--- src/rtl/etseg_pkg.sv ---
`timescale 1ns / 1ps
// ----------------------------------------------------------------------------
// Event time segmenter package
// Shared widths, register indexes, codes and the front-to-back command type.
// ----------------------------------------------------------------------------
package etseg_pkg;

	localparam int TIME_BITS   = 63;
	localparam int CFG_BITS    = 48;
	localparam int COORD_BITS  = 11;
	localparam int BP_BITS     = 2 * COORD_BITS + 1;
	localparam int BP_VALID    = 2 * COORD_BITS;
	localparam int CFG_IDX_BITS = 3;

	localparam int BAD_PIXEL_SLOTS_DEF = 4;
	localparam int QUEUE_DEPTH = 2;

	localparam logic [CFG_BITS-1:0] SEG_LEN_RESET = 48'd10000000;

	localparam logic [CFG_IDX_BITS-1:0] CFG_START_OFFSET  = 3'd0;
	localparam logic [CFG_IDX_BITS-1:0] CFG_WINDOW_LENGTH = 3'd1;
	localparam logic [CFG_IDX_BITS-1:0] CFG_SEGMENT_LENGTH = 3'd2;
	localparam logic [CFG_IDX_BITS-1:0] CFG_BAD_PIXEL_A   = 3'd3;

	localparam logic REQ_EVENT = 1'b0;
	localparam logic REQ_FLUSH = 1'b1;

	localparam logic RK_RECORD = 1'b0;
	localparam logic RK_CLOSE  = 1'b1;

	typedef struct packed {
		logic [CFG_BITS-1:0] start_offset;
		logic [CFG_BITS-1:0] window_length;
		logic [CFG_BITS-1:0] segment_length;
	} cfg_regs_t;

	typedef enum logic [1:0] {
		OP_INIT,
		OP_EVENT,
		OP_CLOSE
	} cmd_op_t;

	typedef struct packed {
		cmd_op_t               op;
		logic                  init;
		logic [TIME_BITS-1:0]  base;
		logic [TIME_BITS-1:0]  time_ns;
		logic [COORD_BITS-1:0] col;
		logic [COORD_BITS-1:0] row;
		logic                  pol;
	} cmd_t;

	typedef struct packed {
		logic                  kind;
		logic [TIME_BITS-1:0]  seg_start;
		logic [TIME_BITS-1:0]  time_ns;
		logic [COORD_BITS-1:0] col;
		logic [COORD_BITS-1:0] row;
		logic                  pol;
		logic                  last;
	} result_t;

endpackage

--- src/rtl/etseg_cfg.sv ---
`timescale 1ns / 1ps
// ----------------------------------------------------------------------------
// Event time segmenter configuration registers
// Write-only register file for window, segment and bad pixel settings.
// ----------------------------------------------------------------------------
module etseg_cfg #(
	parameter int BAD_PIXEL_SLOTS = etseg_pkg::BAD_PIXEL_SLOTS_DEF
) (
	input  logic                                   clk,
	input  logic                                   arst_n,
	input  logic                                   cfg_write,
	input  logic [etseg_pkg::CFG_IDX_BITS-1:0]     cfg_index,
	input  logic [etseg_pkg::CFG_BITS-1:0]         cfg_data,
	output etseg_pkg::cfg_regs_t                   regs,
	output logic [etseg_pkg::BP_BITS-1:0]          bad_pixel [BAD_PIXEL_SLOTS]
);

	etseg_pkg::cfg_regs_t regs_q;

	always_ff @(posedge clk or negedge arst_n) begin
		if (!arst_n) begin
			regs_q.start_offset   <= '0;
			regs_q.window_length  <= '0;
			regs_q.segment_length <= etseg_pkg::SEG_LEN_RESET;
		end else if (cfg_write) begin
			case (cfg_index)
				etseg_pkg::CFG_START_OFFSET:   regs_q.start_offset   <= cfg_data;
				etseg_pkg::CFG_WINDOW_LENGTH:  regs_q.window_length  <= cfg_data;
				etseg_pkg::CFG_SEGMENT_LENGTH: regs_q.segment_length <= cfg_data;
				default: ;
			endcase
		end
	end

	for (genvar i = 0; i < BAD_PIXEL_SLOTS; i++) begin : g_slot
		logic [etseg_pkg::BP_BITS-1:0] entry_q;

		always_ff @(posedge clk or negedge arst_n) begin
			if (!arst_n) begin
				entry_q <= '0;
			end else if (cfg_write &&
				cfg_index == etseg_pkg::CFG_IDX_BITS'(etseg_pkg::CFG_BAD_PIXEL_A + i)) begin
				entry_q <= cfg_data[etseg_pkg::BP_BITS-1:0];
			end
		end

		assign bad_pixel[i] = entry_q;
	end

	assign regs = regs_q;

endmodule

--- src/rtl/etseg_front.sv ---
`timescale 1ns / 1ps
// ----------------------------------------------------------------------------
// Event time segmenter front end
// Takes items, fixes the window on the first event and classifies each item.
// ----------------------------------------------------------------------------
module etseg_front #(
	parameter int BAD_PIXEL_SLOTS = etseg_pkg::BAD_PIXEL_SLOTS_DEF
) (
	input  logic                                   clk,
	input  logic                                   arst_n,
	input  logic                                   in_valid,
	output logic                                   in_stall,
	input  logic                                   req_type,
	input  logic [etseg_pkg::TIME_BITS-1:0]        event_time_ns,
	input  logic [etseg_pkg::COORD_BITS-1:0]       pixel_col,
	input  logic [etseg_pkg::COORD_BITS-1:0]       pixel_row,
	input  logic                                   polarity,
	input  etseg_pkg::cfg_regs_t                   regs,
	input  logic [etseg_pkg::BP_BITS-1:0]          bad_pixel [BAD_PIXEL_SLOTS],
	output logic                                   push,
	output etseg_pkg::cmd_t                        push_cmd,
	input  logic                                   q_full
);

	localparam int TB = etseg_pkg::TIME_BITS;
	localparam int CB = etseg_pkg::COORD_BITS;

	typedef enum logic [1:0] {
		F_IDLE,
		F_BASE,
		F_FIN,
		F_CLASS
	} fstate_t;

	typedef struct packed {
		logic          req;
		logic [TB-1:0] time_ns;
		logic [CB-1:0] col;
		logic [CB-1:0] row;
		logic          pol;
	} item_t;

	fstate_t       state_q;
	item_t         item_q;
	logic          base_seen_q;
	logic          begun_q;
	logic          finished_q;
	logic [TB-1:0] win_begin_q;
	logic [TB-1:0] win_finish_q;

	logic          bad;
	logic          want_push;
	logic          set_fin;
	logic          set_begun;
	logic          accept;

	function automatic logic [TB-1:0] sat_add(input logic [TB-1:0] a,
		input logic [etseg_pkg::CFG_BITS-1:0] b);
		logic [TB:0] s;
		s = {1'b0, a} + (TB+1)'(b);
		return s[TB] ? {TB{1'b1}} : s[TB-1:0];
	endfunction

	always_comb begin
		bad = 1'b0;
		for (int i = 0; i < BAD_PIXEL_SLOTS; i++) begin
			if (bad_pixel[i][etseg_pkg::BP_VALID] &&
				bad_pixel[i][2*CB-1:CB] == item_q.col &&
				bad_pixel[i][CB-1:0] == item_q.row) begin
				bad = 1'b1;
			end
		end
	end

	always_comb begin
		push_cmd.op      = etseg_pkg::OP_EVENT;
		push_cmd.init    = !begun_q;
		push_cmd.base    = win_begin_q;
		push_cmd.time_ns = item_q.time_ns;
		push_cmd.col     = item_q.col;
		push_cmd.row     = item_q.row;
		push_cmd.pol     = item_q.pol;
		want_push = 1'b0;
		set_fin   = 1'b0;
		set_begun = 1'b0;
		if (item_q.req == etseg_pkg::REQ_FLUSH) begin
			push_cmd.op   = etseg_pkg::OP_CLOSE;
			push_cmd.init = 1'b0;
			want_push = 1'b1;
			set_fin   = 1'b1;
		end else if (item_q.time_ns < win_begin_q) begin
			want_push = 1'b0;
		end else if (regs.window_length != '0 && item_q.time_ns >= win_finish_q) begin
			push_cmd.op   = etseg_pkg::OP_CLOSE;
			push_cmd.init = 1'b0;
			want_push = 1'b1;
			set_fin   = 1'b1;
		end else begin
			set_begun = 1'b1;
			if (bad) begin
				push_cmd.op = etseg_pkg::OP_INIT;
				want_push   = !begun_q;
			end else begin
				want_push = 1'b1;
			end
		end
	end

	assign in_stall = (state_q != F_IDLE);
	assign accept   = in_valid && (state_q == F_IDLE);
	assign push     = (state_q == F_CLASS) && want_push && !q_full;

	always_ff @(posedge clk or negedge arst_n) begin
		if (!arst_n) begin
			state_q      <= F_IDLE;
			item_q       <= '0;
			base_seen_q  <= 1'b0;
			begun_q      <= 1'b0;
			finished_q   <= 1'b0;
			win_begin_q  <= '0;
			win_finish_q <= '0;
		end else begin
			case (state_q)
				F_IDLE: begin
					if (accept) begin
						item_q <= '{req_type, event_time_ns, pixel_col, pixel_row, polarity};
						if (finished_q)
							state_q <= F_IDLE;
						else if (!base_seen_q && req_type == etseg_pkg::REQ_EVENT)
							state_q <= F_BASE;
						else
							state_q <= F_CLASS;
					end
				end
				F_BASE: begin
					win_begin_q <= sat_add(item_q.time_ns, regs.start_offset);
					base_seen_q <= 1'b1;
					state_q     <= F_FIN;
				end
				F_FIN: begin
					win_finish_q <= (regs.window_length != '0) ?
						sat_add(win_begin_q, regs.window_length) : '0;
					state_q <= F_CLASS;
				end
				F_CLASS: begin
					if (!want_push || !q_full) begin
						if (set_fin)
							finished_q <= 1'b1;
						if (set_begun)
							begun_q <= 1'b1;
						state_q <= F_IDLE;
					end
				end
				default: state_q <= F_IDLE;
			endcase
		end
	end

endmodule

--- src/rtl/etseg_queue.sv ---
`timescale 1ns / 1ps
// ----------------------------------------------------------------------------
// Event time segmenter command queue
// Short FIFO decoupling the classifier from the segment engine.
// ----------------------------------------------------------------------------
module etseg_queue (
	input  logic             clk,
	input  logic             arst_n,
	input  logic             push,
	input  etseg_pkg::cmd_t  push_cmd,
	output logic             full,
	input  logic             pop,
	output etseg_pkg::cmd_t  pop_cmd,
	output logic             empty
);

	localparam int DEPTH = etseg_pkg::QUEUE_DEPTH;
	localparam int PTR_BITS = (DEPTH > 1) ? $clog2(DEPTH) : 1;
	localparam int CNT_BITS = $clog2(DEPTH + 1);

	etseg_pkg::cmd_t         mem_q [DEPTH];
	logic [PTR_BITS-1:0]     wr_ptr_q;
	logic [PTR_BITS-1:0]     rd_ptr_q;
	logic [CNT_BITS-1:0]     count_q;

	assign full    = (count_q == CNT_BITS'(DEPTH));
	assign empty   = (count_q == '0);
	assign pop_cmd = mem_q[rd_ptr_q];

	always_ff @(posedge clk) begin
		if (push)
			mem_q[wr_ptr_q] <= push_cmd;
	end

	always_ff @(posedge clk or negedge arst_n) begin
		if (!arst_n) begin
			wr_ptr_q <= '0;
			rd_ptr_q <= '0;
			count_q  <= '0;
		end else begin
			if (push)
				wr_ptr_q <= (wr_ptr_q == PTR_BITS'(DEPTH - 1)) ? '0 : wr_ptr_q + 1'b1;
			if (pop)
				rd_ptr_q <= (rd_ptr_q == PTR_BITS'(DEPTH - 1)) ? '0 : rd_ptr_q + 1'b1;
			if (push && !pop)
				count_q <= count_q + 1'b1;
			else if (pop && !push)
				count_q <= count_q - 1'b1;
		end
	end

endmodule

--- src/rtl/etseg_back.sv ---
`timescale 1ns / 1ps
// ----------------------------------------------------------------------------
// Event time segmenter segment engine
// Tracks the open segment, advances it by whole lengths and drives results.
// ----------------------------------------------------------------------------
module etseg_back (
	input  logic                              clk,
	input  logic                              arst_n,
	input  logic [etseg_pkg::CFG_BITS-1:0]    segment_length,
	output logic                              pop,
	input  etseg_pkg::cmd_t                   pop_cmd,
	input  logic                              q_empty,
	output logic                              out_valid,
	input  logic                              out_stall,
	output etseg_pkg::result_t                result
);

	localparam int TB = etseg_pkg::TIME_BITS;
	localparam int LB = etseg_pkg::CFG_BITS;
	localparam int CNT_BITS = $clog2(TB);
	localparam logic [CNT_BITS-1:0] DIV_LAST = CNT_BITS'(TB - 1);

	typedef enum logic [2:0] {
		B_IDLE,
		B_EVAL,
		B_DIV,
		B_ADV,
		B_REC,
		B_CLOSE
	} bstate_t;

	bstate_t              state_q;
	etseg_pkg::cmd_t      cmd_q;
	logic [TB-1:0]        seg_q;
	logic                 has_ev_q;
	logic [TB-1:0]        elap_q;
	logic [LB-1:0]        rem_q;
	logic [CNT_BITS-1:0]  cnt_q;
	logic                 out_valid_q;
	etseg_pkg::result_t   result_q;

	logic [LB-1:0]        len;
	logic [TB:0]          diff;
	logic                 need_adv;
	logic [LB:0]          trial;
	logic [LB-1:0]        rem_next;
	logic                 out_free;
	logic                 emit;
	etseg_pkg::result_t   marker;
	etseg_pkg::result_t   record;

	assign len      = (segment_length == '0) ? LB'(1) : segment_length;
	assign diff     = {1'b0, cmd_q.time_ns} - {1'b0, seg_q};
	assign need_adv = !diff[TB] && (diff[TB-1:0] >= TB'(len));

	// one remainder bit per cycle
	assign trial    = {rem_q, elap_q[TB-1]};
	assign rem_next = (trial >= {1'b0, len}) ? LB'(trial - {1'b0, len}) : trial[LB-1:0];

	assign out_free = !out_valid_q || !out_stall;
	assign pop      = (state_q == B_IDLE) && !q_empty;
	assign emit     = out_free && ((state_q == B_REC) ||
		(has_ev_q && (state_q == B_ADV || state_q == B_CLOSE)));

	always_comb begin
		marker           = '0;
		marker.kind      = etseg_pkg::RK_CLOSE;
		marker.seg_start = seg_q;
		marker.last      = (state_q == B_CLOSE);
		record           = '0;
		record.kind      = etseg_pkg::RK_RECORD;
		record.seg_start = seg_q;
		record.time_ns   = cmd_q.time_ns;
		record.col       = cmd_q.col;
		record.row       = cmd_q.row;
		record.pol       = cmd_q.pol;
		record.last      = 1'b1;
	end

	always_ff @(posedge clk or negedge arst_n) begin
		if (!arst_n) begin
			state_q     <= B_IDLE;
			cmd_q       <= '0;
			seg_q       <= '0;
			has_ev_q    <= 1'b0;
			elap_q      <= '0;
			rem_q       <= '0;
			cnt_q       <= '0;
			out_valid_q <= 1'b0;
			result_q    <= '0;
		end else begin
			if (emit)
				out_valid_q <= 1'b1;
			else if (!out_stall)
				out_valid_q <= 1'b0;
			case (state_q)
				B_IDLE: begin
					if (!q_empty) begin
						cmd_q <= pop_cmd;
						if (pop_cmd.init)
							seg_q <= pop_cmd.base;
						case (pop_cmd.op)
							etseg_pkg::OP_EVENT: state_q <= B_EVAL;
							etseg_pkg::OP_CLOSE: state_q <= B_CLOSE;
							default:             state_q <= B_IDLE;
						endcase
					end
				end
				B_EVAL: begin
					if (need_adv) begin
						elap_q  <= diff[TB-1:0];
						rem_q   <= '0;
						cnt_q   <= DIV_LAST;
						state_q <= B_DIV;
					end else begin
						state_q <= B_REC;
					end
				end
				B_DIV: begin
					rem_q  <= rem_next;
					elap_q <= {elap_q[TB-2:0], 1'b0};
					cnt_q  <= cnt_q - 1'b1;
					if (cnt_q == '0)
						state_q <= B_ADV;
				end
				B_ADV: begin
					if (!has_ev_q) begin
						seg_q   <= cmd_q.time_ns - TB'(rem_q);
						state_q <= B_REC;
					end else if (out_free) begin
						result_q    <= marker;
						has_ev_q    <= 1'b0;
						seg_q       <= cmd_q.time_ns - TB'(rem_q);
						state_q     <= B_REC;
					end
				end
				B_REC: begin
					if (out_free) begin
						result_q    <= record;
						has_ev_q    <= 1'b1;
						state_q     <= B_IDLE;
					end
				end
				B_CLOSE: begin
					if (!has_ev_q) begin
						state_q <= B_IDLE;
					end else if (out_free) begin
						result_q      <= marker;
						has_ev_q      <= 1'b0;
						state_q       <= B_IDLE;
					end
				end
				default: state_q <= B_IDLE;
			endcase
		end
	end

	assign out_valid = out_valid_q;
	assign result    = result_q;

endmodule

--- src/rtl/event_time_segmenter_top.sv ---
`timescale 1ns / 1ps
// ----------------------------------------------------------------------------
// Event time segmenter
// Windows an event-camera stream and groups kept events into time segments.
// ----------------------------------------------------------------------------
// The front end takes one item at a time (the first event, which fixes the
// window, also passes the base and finish states) and hands kept events and
// segment closes through a two-entry queue to the segment engine. An event
// that stays in the open segment passes the engine's idle, evaluate and
// record states; one past it also goes through the bit-serial remainder unit
// and an advance step that moves the segment start and issues the close
// marker when the old segment held events. Results leave through an output
// register, so the engine works on while a result waits to be taken.
module event_time_segmenter_top #(
	parameter int BAD_PIXEL_SLOTS = etseg_pkg::BAD_PIXEL_SLOTS_DEF
) (
	input  logic                                 clk,
	input  logic                                 arst_n,
	input  logic                                 cfg_write,
	input  logic [etseg_pkg::CFG_IDX_BITS-1:0]   cfg_index,
	input  logic [etseg_pkg::CFG_BITS-1:0]       cfg_data,
	input  logic                                 in_valid,
	output logic                                 in_stall,
	input  logic                                 req_type,
	input  logic [etseg_pkg::TIME_BITS-1:0]      event_time_ns,
	input  logic [etseg_pkg::COORD_BITS-1:0]     pixel_col,
	input  logic [etseg_pkg::COORD_BITS-1:0]     pixel_row,
	input  logic                                 polarity,
	output logic                                 out_valid,
	input  logic                                 out_stall,
	output logic                                 result_kind,
	output logic [etseg_pkg::TIME_BITS-1:0]      segment_start_ns,
	output logic [etseg_pkg::TIME_BITS-1:0]      out_time_ns,
	output logic [etseg_pkg::COORD_BITS-1:0]     out_col,
	output logic [etseg_pkg::COORD_BITS-1:0]     out_row,
	output logic                                 out_polarity,
	output logic                                 last_of_run
);

	etseg_pkg::cfg_regs_t          regs;
	logic [etseg_pkg::BP_BITS-1:0] bad_pixel [BAD_PIXEL_SLOTS];
	logic                          push;
	etseg_pkg::cmd_t               push_cmd;
	logic                          q_full;
	logic                          pop;
	etseg_pkg::cmd_t               pop_cmd;
	logic                          q_empty;
	etseg_pkg::result_t            result;

	etseg_cfg #(
		.BAD_PIXEL_SLOTS(BAD_PIXEL_SLOTS)
	) u_cfg (
		.clk       (clk),
		.arst_n    (arst_n),
		.cfg_write (cfg_write),
		.cfg_index (cfg_index),
		.cfg_data  (cfg_data),
		.regs      (regs),
		.bad_pixel (bad_pixel)
	);

	etseg_front #(
		.BAD_PIXEL_SLOTS(BAD_PIXEL_SLOTS)
	) u_front (
		.clk           (clk),
		.arst_n        (arst_n),
		.in_valid      (in_valid),
		.in_stall      (in_stall),
		.req_type      (req_type),
		.event_time_ns (event_time_ns),
		.pixel_col     (pixel_col),
		.pixel_row     (pixel_row),
		.polarity      (polarity),
		.regs          (regs),
		.bad_pixel     (bad_pixel),
		.push          (push),
		.push_cmd      (push_cmd),
		.q_full        (q_full)
	);

	etseg_queue u_queue (
		.clk      (clk),
		.arst_n   (arst_n),
		.push     (push),
		.push_cmd (push_cmd),
		.full     (q_full),
		.pop      (pop),
		.pop_cmd  (pop_cmd),
		.empty    (q_empty)
	);

	etseg_back u_back (
		.clk            (clk),
		.arst_n         (arst_n),
		.segment_length (regs.segment_length),
		.pop            (pop),
		.pop_cmd        (pop_cmd),
		.q_empty        (q_empty),
		.out_valid      (out_valid),
		.out_stall      (out_stall),
		.result         (result)
	);

	assign result_kind      = result.kind;
	assign segment_start_ns = result.seg_start;
	assign out_time_ns      = result.time_ns;
	assign out_col          = result.col;
	assign out_row          = result.row;
	assign out_polarity     = result.pol;
	assign last_of_run      = result.last;

endmodule

--- config.mk ---
export PLATFORM = sky130hd
export DESIGN_NAME = event_time_segmenter_top
export DESIGN_NICKNAME = d
export VERILOG_FILES = /design/src/rtl/etseg_pkg.sv /design/src/rtl/etseg_cfg.sv /design/src/rtl/etseg_front.sv /design/src/rtl/etseg_queue.sv /design/src/rtl/etseg_back.sv /design/src/rtl/event_time_segmenter_top.sv
export SDC_FILE = /design/constraint.sdc
export NUM_CORES = 2
export LEC_CHECK = 0
export BUFFER_PORTS_ARGS = -buffer_cell sky130_fd_sc_hd__buf_2
export CAP_MARGIN = 20
export CORE_UTILIZATION = 60
export CTS_CLUSTER_DIAMETER = 120
export DETAILED_ROUTE_END_ITERATION = 7
export PLACE_DENSITY_LB_ADDON = 0.1
export SLEW_MARGIN = 10
export SYNTH_ARGS = -nofsm -noshare
export SYNTH_HDL_FRONTEND = slang
export SYNTH_HIERARCHICAL = 1
export SYNTH_SLANG_ARGS = --single-unit
--- constraint.sdc ---
create_clock -name clk -period 13.2 [get_ports clk]
set_input_delay 1.32 -clock clk [delete_from_list [all_inputs] [get_ports clk]]
set_output_delay 1.32 -clock clk [all_outputs]
set_load 0.01 [all_outputs]
==> impl_metrics.toml <==
[run_status]
status = "completed"

[logic_synthesis]
async_flop_share_pct = 74.3
synth_nets = 6843
yosys-top-cells-count = "872 x dfrtp_1, 449 x mux2_2, 437 x ha_1"
synthTopCellsByArea = "dfrtp_1 32%, edfxtp_1 13%, ha_1 8.1%"
synth_flop_cell = "dfrtp_1"
ys_ff_latch = 1184
synth_edf_count = 304
syn-cell-area_mm2 = 0.0677
synth_area_leader_cell = "dfrtp_1"
seq_area_frac_synth_pct = 46.0
synth_most_common_cell = "dfrtp_1"
yosysWarnings = 6
synth_top_area_share_pct = 32.2
synth_cell_types = 104
syn_avg_cell_area_um2 = 10.8
syn_inst = 6258

[detailed_routing]
viasPerCell = 6.49
ant_nets = 0
wirelength_um = 209000
drt-initial-drc-count = 5772
first_pass_iters = 8
routedWlPerCell_um = 26.2
vias = 51600
drc = 0

[sta]
setup_tns_ns = 0
report.final.slew_viol_count = 0
final.min_clock_period_ns = 7.62
rsz0062_at_grt = "no"
setup_viol = 0
fin_crit_sh_pct = 57.7
fin_worst_skew_ns = 0.0319
hold_violations = 0
worst-slew-pin-transition_ns = 1.20
layout_setup_ws_ns = 5.58
max_freq_ghz = 0.131
slew_headroom_pct = 19.2

[layout]
stdcell_area_mm2 = 0.0740
drive_above_1_share_pct = 18.4
nFillCells = 8630
nets = 6949
syn_to_final_growth_pct = 9.36

[power]
finalPower_w = 0.0233
ir_drop_mv = 0.204
p_leak_nw = 32.9
p_per_area_mw_per_mm2 = 315

[floorplanning]
die_area_mm2 = 0.114
core_mm2 = 0.111
chipHeight_um = 338
rows = 122
die_w_um = 338
ios = 296
start_util_pct = 60.8

[setup_path]
critPathKind = "reg2reg"
cp_max_fo = 53
end_kind = "register"
r2r_start = "u_back/cmd_q[27]"
required_ns = 13.88
cp.arrival_ns = 8.30
r2r_cells = 25
regToRegSetupSlack_ns = 5.58
crit_path_start_kind = "register"
r2r-end = "u_back/elap_q[1]"

[placement]
io_buffer_count = 295
dpl-instance-area_mm2 = 0.0696
hpwl_um = 159000
gp_congestion = 0.998
post-place-ws_ns = 5.69

[global_route]
grt_overflow = 0
grt_pass1_vias = 48700
antenna_found_initial = 7
grtUsageTotal_pct = 36.3
grt_pass1_wl_um = 307000
grt_max_degree = 161

[clocking]
cts_buffers = 130
clockBufferDepth = 3
clock_sinks = 1184
htree_levels = 4
cts_resized = 0
cts_root_buf = "clkbuf_16"
path_clk_slew_ns = 0.06
clkLatencyLatePin_ns = 0.75
cts_tree = "yes"
post-cts-setup-buffers = 0
hold_buffers = 0

[worst_hold_path]
min_from = "u_back/elap_q[48]"
hold_class = "reg2reg"
holdPathStages = 1
whs_endpoint = "u_back/elap_q[48]"

[run]
drv.max_cap_violation_count = 0
==> layer usage <==
layer / GRT usage [%] / share of wire [%]
met1: 57.0 / 46
met2: 49.9 / 41
met3: 5.94 / 9.2
met4: 13.3 / 3.7
met5: 0 / 0
==> through the flow <==
stage / hold WS [ns] / util, % / cells
4_1_cts: 0.469 / 66.5 / 7956
3_3_place_gp: 0.445 / 62.6 / 7718
2_1_floorplan: 0.441 / - / 6258
6_report: 0.465 / 66.5 / 7960
3_5_place_dp: 0.451 / 62.6 / 7719
5_1_grt: 0.481 / 66.5 / 7959
==> cells in the final DEF, fill, tap and decap left out, types with 15 or more instances in the layout <==
| cell | count |
|---|---|
| o21ai_1 | 50 |
| clkbuf_1 | 32 |
| o211ai_1 | 48 |
| buf_4 | 68 |
| nand2b_1 | 35 |
| and2_1 | 31 |
| nand3_1 | 91 |
| mux2_4 | 110 |
| nor2b_1 | 29 |
| nand4_1 | 118 |
| inv_1 | 358 |
| clkbuf_16 | 133 |
| a211oi_1 | 135 |
| mux2_2 | 449 |
| a21o_1 | 225 |
| buf_2 | 295 |
| clkinv_2 | 17 |
| nor4_1 | 59 |
| or3_1 | 29 |
| nor3_1 | 86 |
| dfrtp_1 | 871 |
| and4_1 | 19 |
| a221o_1 | 22 |
| mux2i_1 | 15 |
| o21bai_1 | 35 |
| and3_1 | 51 |
| a31oi_1 | 43 |
| ha_1 | 435 |
| a21oi_1 | 411 |
| xor2_1 | 158 |
| o22a_1 | 64 |
| o221ai_1 | 17 |
| a22o_1 | 140 |
| nor2_1 | 271 |
| o21a_1 | 44 |
| o21ai_0 | 323 |
| nand2_1 | 344 |
| edfxtp_1 | 304 |
| xnor2_1 | 182 |
==> power by group <==
group	internal (W)	switching, W	total (W)	leakage [nW]
Sequential	0.00519	0.00155	0.00674	13.3
Combinational	0.00521	0.00766	0.0129	17.5
Clock	0.00214	0.00155	0.00369	2.10
Total	0.0125	0.0108	0.0233	32.9
==> how the worst max path moves through the flow <==
stage | startpoint | endpoint
finish | u_back/cmd_q[27] | u_back/elap_q[1]
global route | u_back/cmd_q[27] | u_back/elap_q[24]
CTS | u_back/cmd_q[27] | u_back/elap_q[24]
detailed placement | u_back/cmd_q[27] | u_back/elap_q[24]
global placement | u_back/cmd_q[27] | u_back/elap_q[1]
floorplan | u_front/push_cmd[39] | u_queue/mem_q[0][0]
==> area by class of cell <==
class	count	area, um2	area share [%]
tap	1488	1860	2.52
sequential	1184	31200	42.1
clock buffer	179	3640	4.92
multi-input combinational	4322	33200	44.9
timing repair buffer	367	2070	2.80
antenna	3	7.51	0.0101
inverter	359	1350	1.82
clock inverter	58	706	0.953
==> state kept, by name, summed over array words and instances, names as in the netlist, 86 cells and up <==
name                  count
u_back/cmd_q             86
u_cfg/g_slot.entry_q     92
u_back/result           151
u_front/push_cmd         86
u_queue/mem_q           304
u_cfg/regs              144
==> worst max-delay path: stages (launching register included) <==
cell and delay, ns:
dfrtp_1 0.42, ha_1 0.37, a21o_1 0.20, or3_1 0.33, o21ai_1 0.33, o211a_1 0.32
o21ai_0 0.16, a21oi_1 0.38, o21ai_0 0.22, a21o_1 0.21, a21oi_1 0.22, o21ai_0 0.14
xor2_1 0.26, ha_1 0.29, and3_1 0.22, a221o_1 0.30, a221o_1 0.35, a21o_1 0.18
o41ai_1 0.36, o211ai_1 0.19, nor4_1 0.28, o2111a_1 0.29, a31oi_4 0.19, nor2_4 0.38
buf_4 0.63, a221o_1 0.25
==> cells by family (layout without fill, tap and decap cells) <==
kind of cell,Yosys count,in the layout,synth area share [%]
compound gates,1717,1717,16.9
xor+xnor,340,340,4.40
fa+ha+maj,442,442,8.23
buf+inv,752,963,5.03
flops,1184,1184,46.0
mux,580,580,10.2
other cells,0,3,0
simple gates,1243,1243,9.17
No activity file was read; power rests on OpenSTA's default activity.
